### src/design/wildcard_glob_matcher_unit_macros.svh
// Assertion macros for the wildcard glob matcher.
// Uses clk and arst_n of the module that includes this header.
`ifndef WILDCARD_GLOB_MATCHER_UNIT_MACROS_SVH
`define WILDCARD_GLOB_MATCHER_UNIT_MACROS_SVH

// check cons in the same cycle as ante
`define WGM_ASSERT_NOW(label, ante, cons) \
	label: assert property (@(posedge clk) disable iff (!arst_n) (ante) |-> (cons)) \
		else $error("wgm same-cycle check failed");

// check cons in the cycle after ante
`define WGM_ASSERT_NEXT(label, ante, cons) \
	label: assert property (@(posedge clk) disable iff (!arst_n) (ante) |=> (cons)) \
		else $error("wgm next-cycle check failed");

`endif

### src/design/wgm_pkg.sv
// Package for the wildcard glob matcher: default sizes, character codes,
// request kinds and the step control struct. No dependencies.
`timescale 1ns / 1ps

package wgm_pkg;

	localparam int MAX_PATTERN_DEF = 32;

	localparam logic [7:0] CH_STAR  = 8'h2A;
	localparam logic [7:0] CH_QMARK = 8'h3F;

	typedef enum logic {
		REQ_PATTERN = 1'b0,
		REQ_SUBJECT = 1'b1
	} req_kind_t;

	typedef struct packed {
		logic [7:0] char_code;
		logic       carries_char;
		logic       case_sensitive;
	} step_ctrl_t;

endpackage

### src/design/wgm_nfa.sv
// One character step of the glob NFA over all pattern positions.
// Depends on wgm_pkg for character codes and the step control struct.
`timescale 1ns / 1ps

module wgm_nfa #(
	parameter int MAX_PATTERN = wgm_pkg::MAX_PATTERN_DEF
) (
	input  logic [7:0]                         pattern [MAX_PATTERN],
	input  logic [$clog2(MAX_PATTERN+1)-1:0]   pat_len,
	input  logic [MAX_PATTERN:0]               active,
	input  logic                               fresh,
	input  wgm_pkg::step_ctrl_t                ctrl,
	output logic [MAX_PATTERN:0]               step_vec
);

	localparam int W     = MAX_PATTERN + 1;
	localparam int LW    = $clog2(W);
	localparam int STEPS = $clog2(W);

	logic [W-1:0] star_m;
	logic [W-1:0] hit_m;
	logic [W-1:0] cur;
	logic [W-1:0] raw;
	logic [7:0]   c_fold;

	function automatic logic [7:0] fold(input logic [7:0] c, input logic cs);
		if (!cs && (c inside {[8'h41:8'h5A]})) begin
			return c + 8'h20;
		end
		return c;
	endfunction

	// spread activity across runs of stars, prefix style
	function automatic logic [W-1:0] star_closure(input logic [W-1:0] g_in,
		input logic [W-1:0] p_in);
		logic [W-1:0] g;
		logic [W-1:0] p;
		g = g_in;
		p = p_in;
		for (int k = 0; k < STEPS; k++) begin
			g = g | ((g & p) << (1 << k));
			p = p & (p >> (1 << k));
		end
		return g;
	endfunction

	always_comb begin
		c_fold = fold(ctrl.char_code, ctrl.case_sensitive);
		star_m = '0;
		hit_m  = '0;
		for (int i = 0; i < MAX_PATTERN; i++) begin
			if (LW'(i) < pat_len) begin
				star_m[i] = (pattern[i] == wgm_pkg::CH_STAR);
				hit_m[i]  = (pattern[i] != wgm_pkg::CH_STAR) &&
					((pattern[i] == wgm_pkg::CH_QMARK) ||
					 (fold(pattern[i], ctrl.case_sensitive) == c_fold));
			end
		end
		cur      = fresh ? star_closure(W'(1), star_m) : active;
		raw      = (cur & star_m) | ((cur & hit_m) << 1);
		step_vec = ctrl.carries_char ? star_closure(raw, star_m) : cur;
	end

endmodule

### src/design/wildcard_glob_matcher_unit.sv
// Each accepted item is held in the input register and processed there; the
// result of a final subject item then goes to the result register. Throughput:
// one item per cycle unless a result stalls, via the NFA update around active_q.
// Reset (arst_n low, asynchronous): no pattern, no overflow, case_sensitive = 1,
// empty channels; pattern store contents undefined until written.
// Top level of the wildcard glob matcher. Depends on wgm_pkg, wgm_nfa and
// wildcard_glob_matcher_unit_macros.svh.
`timescale 1ns / 1ps
`include "wildcard_glob_matcher_unit_macros.svh"

module wildcard_glob_matcher_unit #(
	parameter int MAX_PATTERN = wgm_pkg::MAX_PATTERN_DEF
) (
	input  logic       clk,
	input  logic       arst_n,
	input  logic       cfg_valid,
	output logic       cfg_ready,
	input  logic       cfg_data,
	input  logic       in_valid,
	output logic       in_ready,
	input  logic       req_type,
	input  logic [7:0] char_code,
	input  logic       carries_char,
	input  logic       is_last,
	output logic       out_valid,
	input  logic       out_ready,
	output logic       matched,
	output logic       pattern_overflow
);

	localparam int W  = MAX_PATTERN + 1;
	localparam int LW = $clog2(W);
	localparam int IW = (MAX_PATTERN > 1) ? $clog2(MAX_PATTERN) : 1;

	logic                case_sens_q;
	logic                valid_s1;
	wgm_pkg::req_kind_t  req_s1;
	logic [7:0]          char_s1;
	logic                has_s1;
	logic                last_s1;

	logic [7:0]          store_q [MAX_PATTERN];
	logic [LW-1:0]       len_q;
	logic                ovf_q;
	logic                closed_q;
	logic                fresh_q;
	logic [W-1:0]        active_q;

	logic                out_valid_q;
	logic                matched_q;
	logic                ovf_out_q;

	logic                result_s1;
	logic                go_s1;
	logic                load_s1;
	logic [LW-1:0]       base_len;
	logic                base_ovf;
	logic                room;
	logic [W-1:0]        step_vec;
	wgm_pkg::step_ctrl_t ctrl;

	assign cfg_ready = 1'b1;

	always_ff @(posedge clk or negedge arst_n) begin
		if (!arst_n) begin
			case_sens_q <= 1'b1;
		end else if (cfg_valid && cfg_ready) begin
			case_sens_q <= cfg_data;
		end
	end

	assign result_s1 = valid_s1 && (req_s1 == wgm_pkg::REQ_SUBJECT) && last_s1;
	assign go_s1     = valid_s1 && (!result_s1 || !out_valid_q || out_ready);
	assign in_ready  = !valid_s1 || go_s1;
	assign load_s1   = go_s1 && (req_s1 == wgm_pkg::REQ_PATTERN);

	assign base_len = closed_q ? '0 : len_q;
	assign base_ovf = closed_q ? 1'b0 : ovf_q;
	assign room     = (base_len < LW'(MAX_PATTERN));

	// input register
	always_ff @(posedge clk or negedge arst_n) begin
		if (!arst_n) begin
			valid_s1 <= 1'b0;
		end else if (in_ready) begin
			valid_s1 <= in_valid;
		end
	end

	always_ff @(posedge clk) begin
		if (in_ready && in_valid) begin
			req_s1  <= wgm_pkg::req_kind_t'(req_type);
			char_s1 <= char_code;
			has_s1  <= carries_char;
			last_s1 <= is_last;
		end
	end

	// pattern store
	always_ff @(posedge clk) begin
		if (load_s1 && has_s1 && room) begin
			store_q[base_len[IW-1:0]] <= char_s1;
		end
	end

	assign ctrl.char_code      = char_s1;
	assign ctrl.carries_char   = has_s1;
	assign ctrl.case_sensitive = case_sens_q;

	wgm_nfa #(
		.MAX_PATTERN(MAX_PATTERN)
	) u_nfa (
		.pattern (store_q),
		.pat_len (len_q),
		.active  (active_q),
		.fresh   (fresh_q),
		.ctrl    (ctrl),
		.step_vec(step_vec)
	);

	always_ff @(posedge clk or negedge arst_n) begin
		if (!arst_n) begin
			len_q    <= '0;
			ovf_q    <= 1'b0;
			closed_q <= 1'b1;
			fresh_q  <= 1'b1;
			active_q <= '0;
		end else if (go_s1) begin
			if (req_s1 == wgm_pkg::REQ_PATTERN) begin
				len_q    <= base_len;
				ovf_q    <= base_ovf;
				if (has_s1) begin
					if (room) begin
						len_q <= base_len + LW'(1);
					end else begin
						ovf_q <= 1'b1;
					end
				end
				closed_q <= last_s1;
				fresh_q  <= 1'b1;
			end else begin
				closed_q <= 1'b1;
				if (last_s1) begin
					fresh_q <= 1'b1;
				end else if (has_s1) begin
					active_q <= step_vec;
					fresh_q  <= 1'b0;
				end
			end
		end
	end

	// result register
	always_ff @(posedge clk or negedge arst_n) begin
		if (!arst_n) begin
			out_valid_q <= 1'b0;
		end else if (go_s1 && result_s1) begin
			out_valid_q <= 1'b1;
		end else if (out_ready) begin
			out_valid_q <= 1'b0;
		end
	end

	always_ff @(posedge clk) begin
		if (go_s1 && result_s1) begin
			matched_q <= !ovf_q && step_vec[len_q];
			ovf_out_q <= ovf_q;
		end
	end

	assign out_valid        = out_valid_q;
	assign matched          = matched_q;
	assign pattern_overflow = ovf_out_q;

	`WGM_ASSERT_NOW(a_ovf_no_match, out_valid && pattern_overflow, !matched)
	`WGM_ASSERT_NOW(a_ovf_full, ovf_q, len_q == LW'(MAX_PATTERN))
	`WGM_ASSERT_NOW(a_stall_cause, !in_ready, valid_s1 && out_valid_q && !out_ready)
	`WGM_ASSERT_NEXT(a_restart_after_result, go_s1 && result_s1, fresh_q && out_valid_q)

endmodule

### config.mk
export PLATFORM = sky130hd
export DESIGN_NAME = wildcard_glob_matcher_unit
export DESIGN_NICKNAME = d
export VERILOG_FILES = /design/src/design/wgm_pkg.sv /design/src/design/wgm_nfa.sv /design/src/design/wildcard_glob_matcher_unit.sv
export VERILOG_INCLUDE_DIRS = /design/src /design/src/design
export SDC_FILE = /design/constraint.sdc
export NUM_CORES = 1
export LEC_CHECK = 0
export BUFFER_PORTS_ARGS = -buffer_cell sky130_fd_sc_hd__buf_2
export CAP_MARGIN = 20
export CORE_UTILIZATION = 60
export DETAILED_ROUTE_END_ITERATION = 12
export PLACE_DENSITY = 0.76
export SYNTH_ARGS = -nofsm -noshare
export SYNTH_HDL_FRONTEND = slang
export SYNTH_SLANG_ARGS = --single-unit
export TNS_END_PERCENT = 50
### constraint.sdc
create_clock -name clk -period 6.7 [get_ports clk]
set_input_delay 1.005 -clock clk [delete_from_list [all_inputs] [get_ports clk]]
set_output_delay 1.005 -clock clk [all_outputs]
set_load 0.1 [all_outputs]
# After elaboration in Yosys (flattened, before gate mapping)
# Cells that the tools add are included.
# W data, S select, Z words.
# word_totals
regBits,314
word_cells,742
out_inout_bits,5
input_bits,17
# classes
magnitude_cmp,102
n_eq_ne,129
n_reduce_logical,152
n_addsub,34
n_bitwise,33
muxes,246
# op_table
cell,n
$mux W8,99
$eq A8 B6 Y1 const B,64
$or A33 B33 Y33,11
$add A8 B6 Y8 const B,33
$ge A8 B7 Y1 const B,33
$le A8 B7 Y1 const B,33
$bwmux W256,1
$eq A8 B8 Y1,32
$ne A8 B6 Y1 const B,32
$mux W1,139
$logic_and A1 B1 Y1,108
$lt A5 B6 Y1 const A,16
$and A29 B29 Y29,3
$and A25 B25 Y25,3
$mux W33,2
$and A32 B32 Y32,2
$and A31 B31 Y31,2
$and A17 B17 Y17,3
$lt A4 B6 Y1 const A,8
$demux W8 S5,1
$logic_or A1 B1 Y1,35
$and A33 B32 Y33,1
$or A2 B33 Y33,1
$and A2 B31 Y31,1
other kinds (18),33

# Depth between registers and ports, before layout
# depth
ltp_word,32
depth_mapped,20
ltp_nobuf,16

# Modules after synthesis
# Synthesis repeated with hierarchy kept, for this count alone.
# hier_totals
hier_cells,2133
hier_area_um2,21330.5
# modules_own_cells
module,cells_each,area_each_um2,seq_area_each_um2,instances
wgm_nfa,1639,10855.4,0.0,1
wildcard_glob_matcher_unit,494,10475.0,9207.6,1

# Worst setup path after synthesis
# Ideal clock, no wire load.
# synth_path
path_kind,register -> register
startpoint,register char_s1[3]
endpoint,"register matched_q, in the netlist matched (data pin)"
path_stages_with_launch,19
n_path_buf,4
path_slack_ns,2.231
arrival_time_ns,4.311
synth_period_minus_slack_ns,4.469
t_required_ns,6.542
setup_time_ns,0.158
cell_sequence,edfxtp_1 buf_2 buf_1 buf_1 buf_2 xor2_1 nor3_1 nand3_1 nor4_1 o22ai_1 inv_1 o21ai_0 and3_1 o32ai_1 inv_1 and2_1 a2111oi_0 o22ai_1 a211oi_2
# synth_between
elab_chain_cells,26
elab_cells_between_ends,153
cone_classes,add/sub (1); order compare (2); eq/ne (32); mux (38); bitwise (13); reduce/logical (67)
# synth_rtl
element,line,source
"start, declared",wildcard_glob_matcher_unit.sv:38,logic [7:0] char_s1;
"start signal, assigned",wildcard_glob_matcher_unit.sv:93,char_s1 <= char_code;
$ge A8 B7 Y1 or $le A8 B7 Y1 (tied branches),wgm_nfa.sv:27,if (!cs && (c inside {[8'h41:8'h5A]})) begin
$logic_and A1 B1 Y1 (2 in a row),wgm_nfa.sv:27,
$mux W1,wgm_nfa.sv:27,
$mux W8 *,wgm_nfa.sv:30,return c;
$eq A8 B8 Y1,wgm_nfa.sv:56,"(fold(pattern[i], ctrl.case_sensitive) == c_fold));"
$logic_or A1 B1 Y1,wgm_nfa.sv:55,((pattern[i] == wgm_pkg::CH_QMARK) ||
$logic_and A1 B1 Y1,wgm_nfa.sv:54,hit_m[i] = (pattern[i] != wgm_pkg::CH_STAR) &&
$mux W1,wgm_nfa.sv:52,if (LW'(i) < pat_len) begin
[... 8 more ...],-,
$and A25 B25 Y25,wgm_nfa.sv:41,g = g | ((g & p) << (1 << k));
$or A33 B33 Y33 *,wgm_nfa.sv:41,
$and A17 B17 Y17,wgm_nfa.sv:41,
$or A33 B33 Y33 * (2 in a row),wgm_nfa.sv:41,
$mux W33 *,wgm_nfa.sv:61,"step_vec = ctrl.carries_char ? star_closure(raw, star_m) : cur;"
$bmux W1 S6 *,wildcard_glob_matcher_unit.sv:166,matched_q <= !ovf_q && step_vec[len_q];
$mux W1 (not written as such) *,wildcard_glob_matcher_unit.sv:166,
$logic_and A1 B1 Y1 *,wildcard_glob_matcher_unit.sv:166,
"end signal, assigned",wildcard_glob_matcher_unit.sv:166,
"end, declared",wildcard_glob_matcher_unit.sv:50,logic matched_q;
# Every way passes the cells marked *; elsewhere a longest branch is shown, timed or not. The select of a mux whose other input is x is not followed.
# A chain may end at the register's enable or synchronous reset.

# Worst setup path in the final report
# layout_path
startpoint,register len_q[5]
endpoint,"register matched_q, in the netlist matched (data pin)"
# layout_between
elab_chain_cells,28
elab_cells_between_ends,131
cone_classes,order compare (32); mux (68); bitwise (30); reduce/logical (1)
# layout_rtl
element,line,source
"start, declared",wildcard_glob_matcher_unit.sv:43,logic [LW-1:0] len_q;
"start signal, assigned",wildcard_glob_matcher_unit.sv:130,len_q <= base_len;
"start signal, assigned",wildcard_glob_matcher_unit.sv:134,len_q <= base_len + LW'(1);
"$lt A1 B6 Y1, or another cell as far along",wgm_nfa.sv:52,
$mux W1,wgm_nfa.sv:52,
$and A31 B31 Y31,wgm_nfa.sv:42,p = p & (p >> (1 << k));
$and A2 B31 Y31,wgm_nfa.sv:41,
$or A2 B33 Y33,wgm_nfa.sv:41,
$and A29 B29 Y29,wgm_nfa.sv:41,
$or A33 B33 Y33,wgm_nfa.sv:41,
$and A25 B25 Y25,wgm_nfa.sv:41,
[... 10 more ...],-,
$and A29 B29 Y29,wgm_nfa.sv:41,
$or A33 B33 Y33,wgm_nfa.sv:41,
$and A25 B25 Y25,wgm_nfa.sv:41,
$or A33 B33 Y33 (3 in a row),wgm_nfa.sv:41,
$mux W33,wgm_nfa.sv:61,
$bmux W1 S6 *,wildcard_glob_matcher_unit.sv:166,
$mux W1 (not written as such) *,wildcard_glob_matcher_unit.sv:166,
$logic_and A1 B1 Y1 *,wildcard_glob_matcher_unit.sv:166,
# Marked as above.

==> results.md <==
- P_leak: 0.007809 µW
- Finished Layout Cells: 2704
- Most frequent cells in the layout: 269 x edfxtp_1, 179 x nor2_1, 165 x nand2_1
- Seq cells post-synth: 314
- Nets: 2276
- Layout cells sized above 1: 8.226%
- Seq pwr share: 48.3%
- Crit path time final: 5693 ps
- Fin crit share: 84.96%
- Synthesized area per cell: 9.606 µm²
- Synthesized cell area: 21100 µm²
- Post-synth EDFFs: 269
- Die ar.: 35930 µm²
- Hold buffer count at CTS: 0
- Slew headroom: 19.65%
- DRC Markers: 0
- Startpoint Class: flop
- Cells after Synth: 2197
- Hold path start: active_q[28]
- Filler cell count in the final layout: 2726
- Syn_nets: 2251
- Gr ovfl total: 0
- Crit-path max FO: 16
- Routability cong.: 1.046
- # clock sinks: 314
- Gr usage total: 37.58%
- Port Buffers: 20
- Drt via density: 6.942
- Status: completed
- Net Sw Power: 1188 µW
- Ant diodes: 0
- Max Cap Viol: 0
- Critical path type: reg2reg
- Row count: 68
- Reg-to-reg startpoint: len_q[5]
- Chip width: 189.5 µm
- Async S/R FF share, synth: 14.33%
- Synth-to-Final Area Change: 8.620%
- Bufs on Longest Clock Path: 3
- Worst-path clk slew: 70 ps
- WL/cell: 24.85 µm
- Sw Ratio: 26.07%
- # setup viols final: 0
- Post-synthesis cell type count: 96
- Via count: 18770
- Arrival time worst endpoint: 5990 ps
- Total CTS buffers: 36
- CTS HTree Levels: 2
- Clk root buf: clkbuf_16
- Final setup skew: 29.26 ps
- Final setup TNS: 0 ps
- Worst setup endpoint: matched
- Fmax: 175.7 MHz
- Reg-to-Reg End: matched
- Worst Setup SP: len_q[5]
- Fin. max-slew vios: 0
- Pwr Density: 198.8 nW/µm²
- Initial Util: 61.09%
- R2R setup slack: 1010 ps
- Area fraction of the dominant cell type after synthesis: 38.28%
- # Post-CTS Setup Buffers: 0
- CP Capture Type: flop
- Combinational Power Share: 9.6%
- Final WL: 67190 µm
- Actual slew at the worst max-slew pin: 1205 ps
- DRT antenna net count: 0
- Antenna violations before repair: 0
- CTS resizes: 0
- Clock power frac: 42.0%
- Pint: 3369 µW
- Yosys top cell by area: edfxtp_1
- HPWL after DPL: 48290 µm
- Clk_lat worst skew: 580 ps
- Commonest non-fill, non-tap cell in the layout: edfxtp_1
- Die H: 189.5 µm
- CP required: 7000 ps
- YS warnings: 0
- Core Box Area: 34540 µm²
- R2R depth: 15
- Unrepaired setup endpoints after global routing: no
- Tightest Hold Check Type: reg2reg
- Placed insts: 2639
- Final Hold Fails: 0
- Area contributors post-synth: edfxtp_1 38%, xnor2_1 5.4%, xor2_1 5.1%
- Max VDD drop: 0.0002487 V
- DRT iter0 DRCs: 2077
- Pin count of the biggest net entering global routing: 58
- Prevailing post-synth register cell: edfxtp_1
- Register area share after synthesis: 43.63%
- CTS tree: done
- Number of global-route vias before repair: 17934
- TritonRoute pass-1 iters: 5
- # IOs: 22
- First-pass GRT wire length: 102300 µm
[layout make-up]
type / count / area, µm² / area share [%]
clock buffers: 44 / 960.9 / 4.192
clock inverters: 21 / 181.4 / 0.7914
inverters: 76 / 285.3 / 1.244
multi-input cells: 1724 / 11240 / 49.05
flip-flops and latches: 314 / 9208 / 40.17
well taps: 455 / 569.3 / 2.483
repair buffers: 70 / 475.5 / 2.074
[cells in the mapped netlist, types with 14 or more instances]
| master | n |
|---|---|
| nand3_1 | 114 |
| and2_1 | 37 |
| or3_1 | 16 |
| nor3b_1 | 19 |
| nor4bb_1 | 14 |
| xor2_1 | 123 |
| nand2_1 | 165 |
| clkbuf_1 | 35 |
| nor2_1 | 179 |
| a211oi_1 | 18 |
| a21o_1 | 38 |
| nor3_1 | 117 |
| a41oi_1 | 22 |
| nand2b_1 | 24 |
| xnor2_1 | 131 |
| a31oi_1 | 72 |
| dfrtp_1 | 42 |
| ha_1 | 37 |
| and3_1 | 32 |
| inv_1 | 76 |
| o2111ai_1 | 15 |
| nor2b_1 | 24 |
| nor4_1 | 44 |
| edfxtp_1 | 269 |
| o21ai_0 | 69 |
| or4_1 | 14 |
| nand4_1 | 38 |
| o31ai_1 | 19 |
| a21oi_1 | 102 |
| buf_2 | 27 |
[cells by family after synthesis]
kind of cell	Yosys count	synth area share, %
other	1	0.01777
XOR/XNOR	254	10.54
adder cells (fa/ha/maj)	37	2.194
buffers and inverters	159	3.166
AND/OR/NAND/NOR	906	22.94
multiplexers	8	0.4031
AO/OA/AOI/OAI	518	17.10
flip-flops	314	43.63
[power groups by stage]
stage | combinational (µW) | clock, µW | sequential, µW
final | 439 | 1910 | 2200
after global routing | 468 | 1990 | 2200
after CTS | 430 | 1930 | 2200
after detailed placement | 428 | 0 | 2240
after global placement | 420 | 0 | 2240
after floorplan | 280 | 0 | 2230
[per-stage QoR]
| stage | setup slack [ps] | power (µW) | hold WS [ps] | utilization, % | instance area [µm²] |
|---|---|---|---|---|---|
| final | 1007 | 4557 | 477.4 | 66.36 | 22920 |
| after floorplan | 2231 | 2509 | 430.9 | - | 21100 |
| after global placement | 1387 | 2660 | 454.2 | 63.05 | 21780 |
| after detailed placement | 1265 | 2668 | 458.4 | 63.05 | 21780 |
| after CTS | 1195 | 4562 | 479.2 | 66.36 | 22920 |
| after global routing | 779.6 | 4663 | 499.1 | 66.36 | 22920 |
[how the worst min path moves through the flow]
stage	endpoint	cells after the start
after detailed placement	active_q[31]	1
after CTS	active_q[8]	2
after global routing	active_q[31]	1
after floorplan	active_q[6]	2
final	active_q[28]	2
after global placement	active_q[8]	2
[critical path, stage by stage, from the launching register on]
cell,delay (ps)
dfrtp_1,620
or4_1,750
nor2_2,480
o32ai_1,290
a222oi_1,510
nand2_1,90
nor3_1,350
o22ai_1,240
a221oi_1,640
nand2_1,170
a211oi_1,510
o2111ai_1,190
nand2_1,140
o221ai_1,130
o22ai_1,220
a211oi_2,90
[registers in the layout, indices dropped and copies added (netlist names)]
signal            cells
req_s1                1
closed_q              1
char_s1               8
case_sens_q           1
valid_s1              1
fresh_q               1
has_s1                1
last_s1               1
len_q                 6
store_q             256
active_q             33
out_valid             1
matched               1
pattern_overflow      1
ovf_q                 1
[routing by layer]
metal | up-vias | track usage (%) | routed length, µm
met1 | 9055 | 50.00 | 27160
met2 | 1096 | 59.03 | 30270
met5 | - | 0 | 0
met3 | 202 | 6.862 | 6568
met4 | 0 | 18.95 | 3195
li1 | 8417 | - | -
Power figures use the tool's default switching activity.
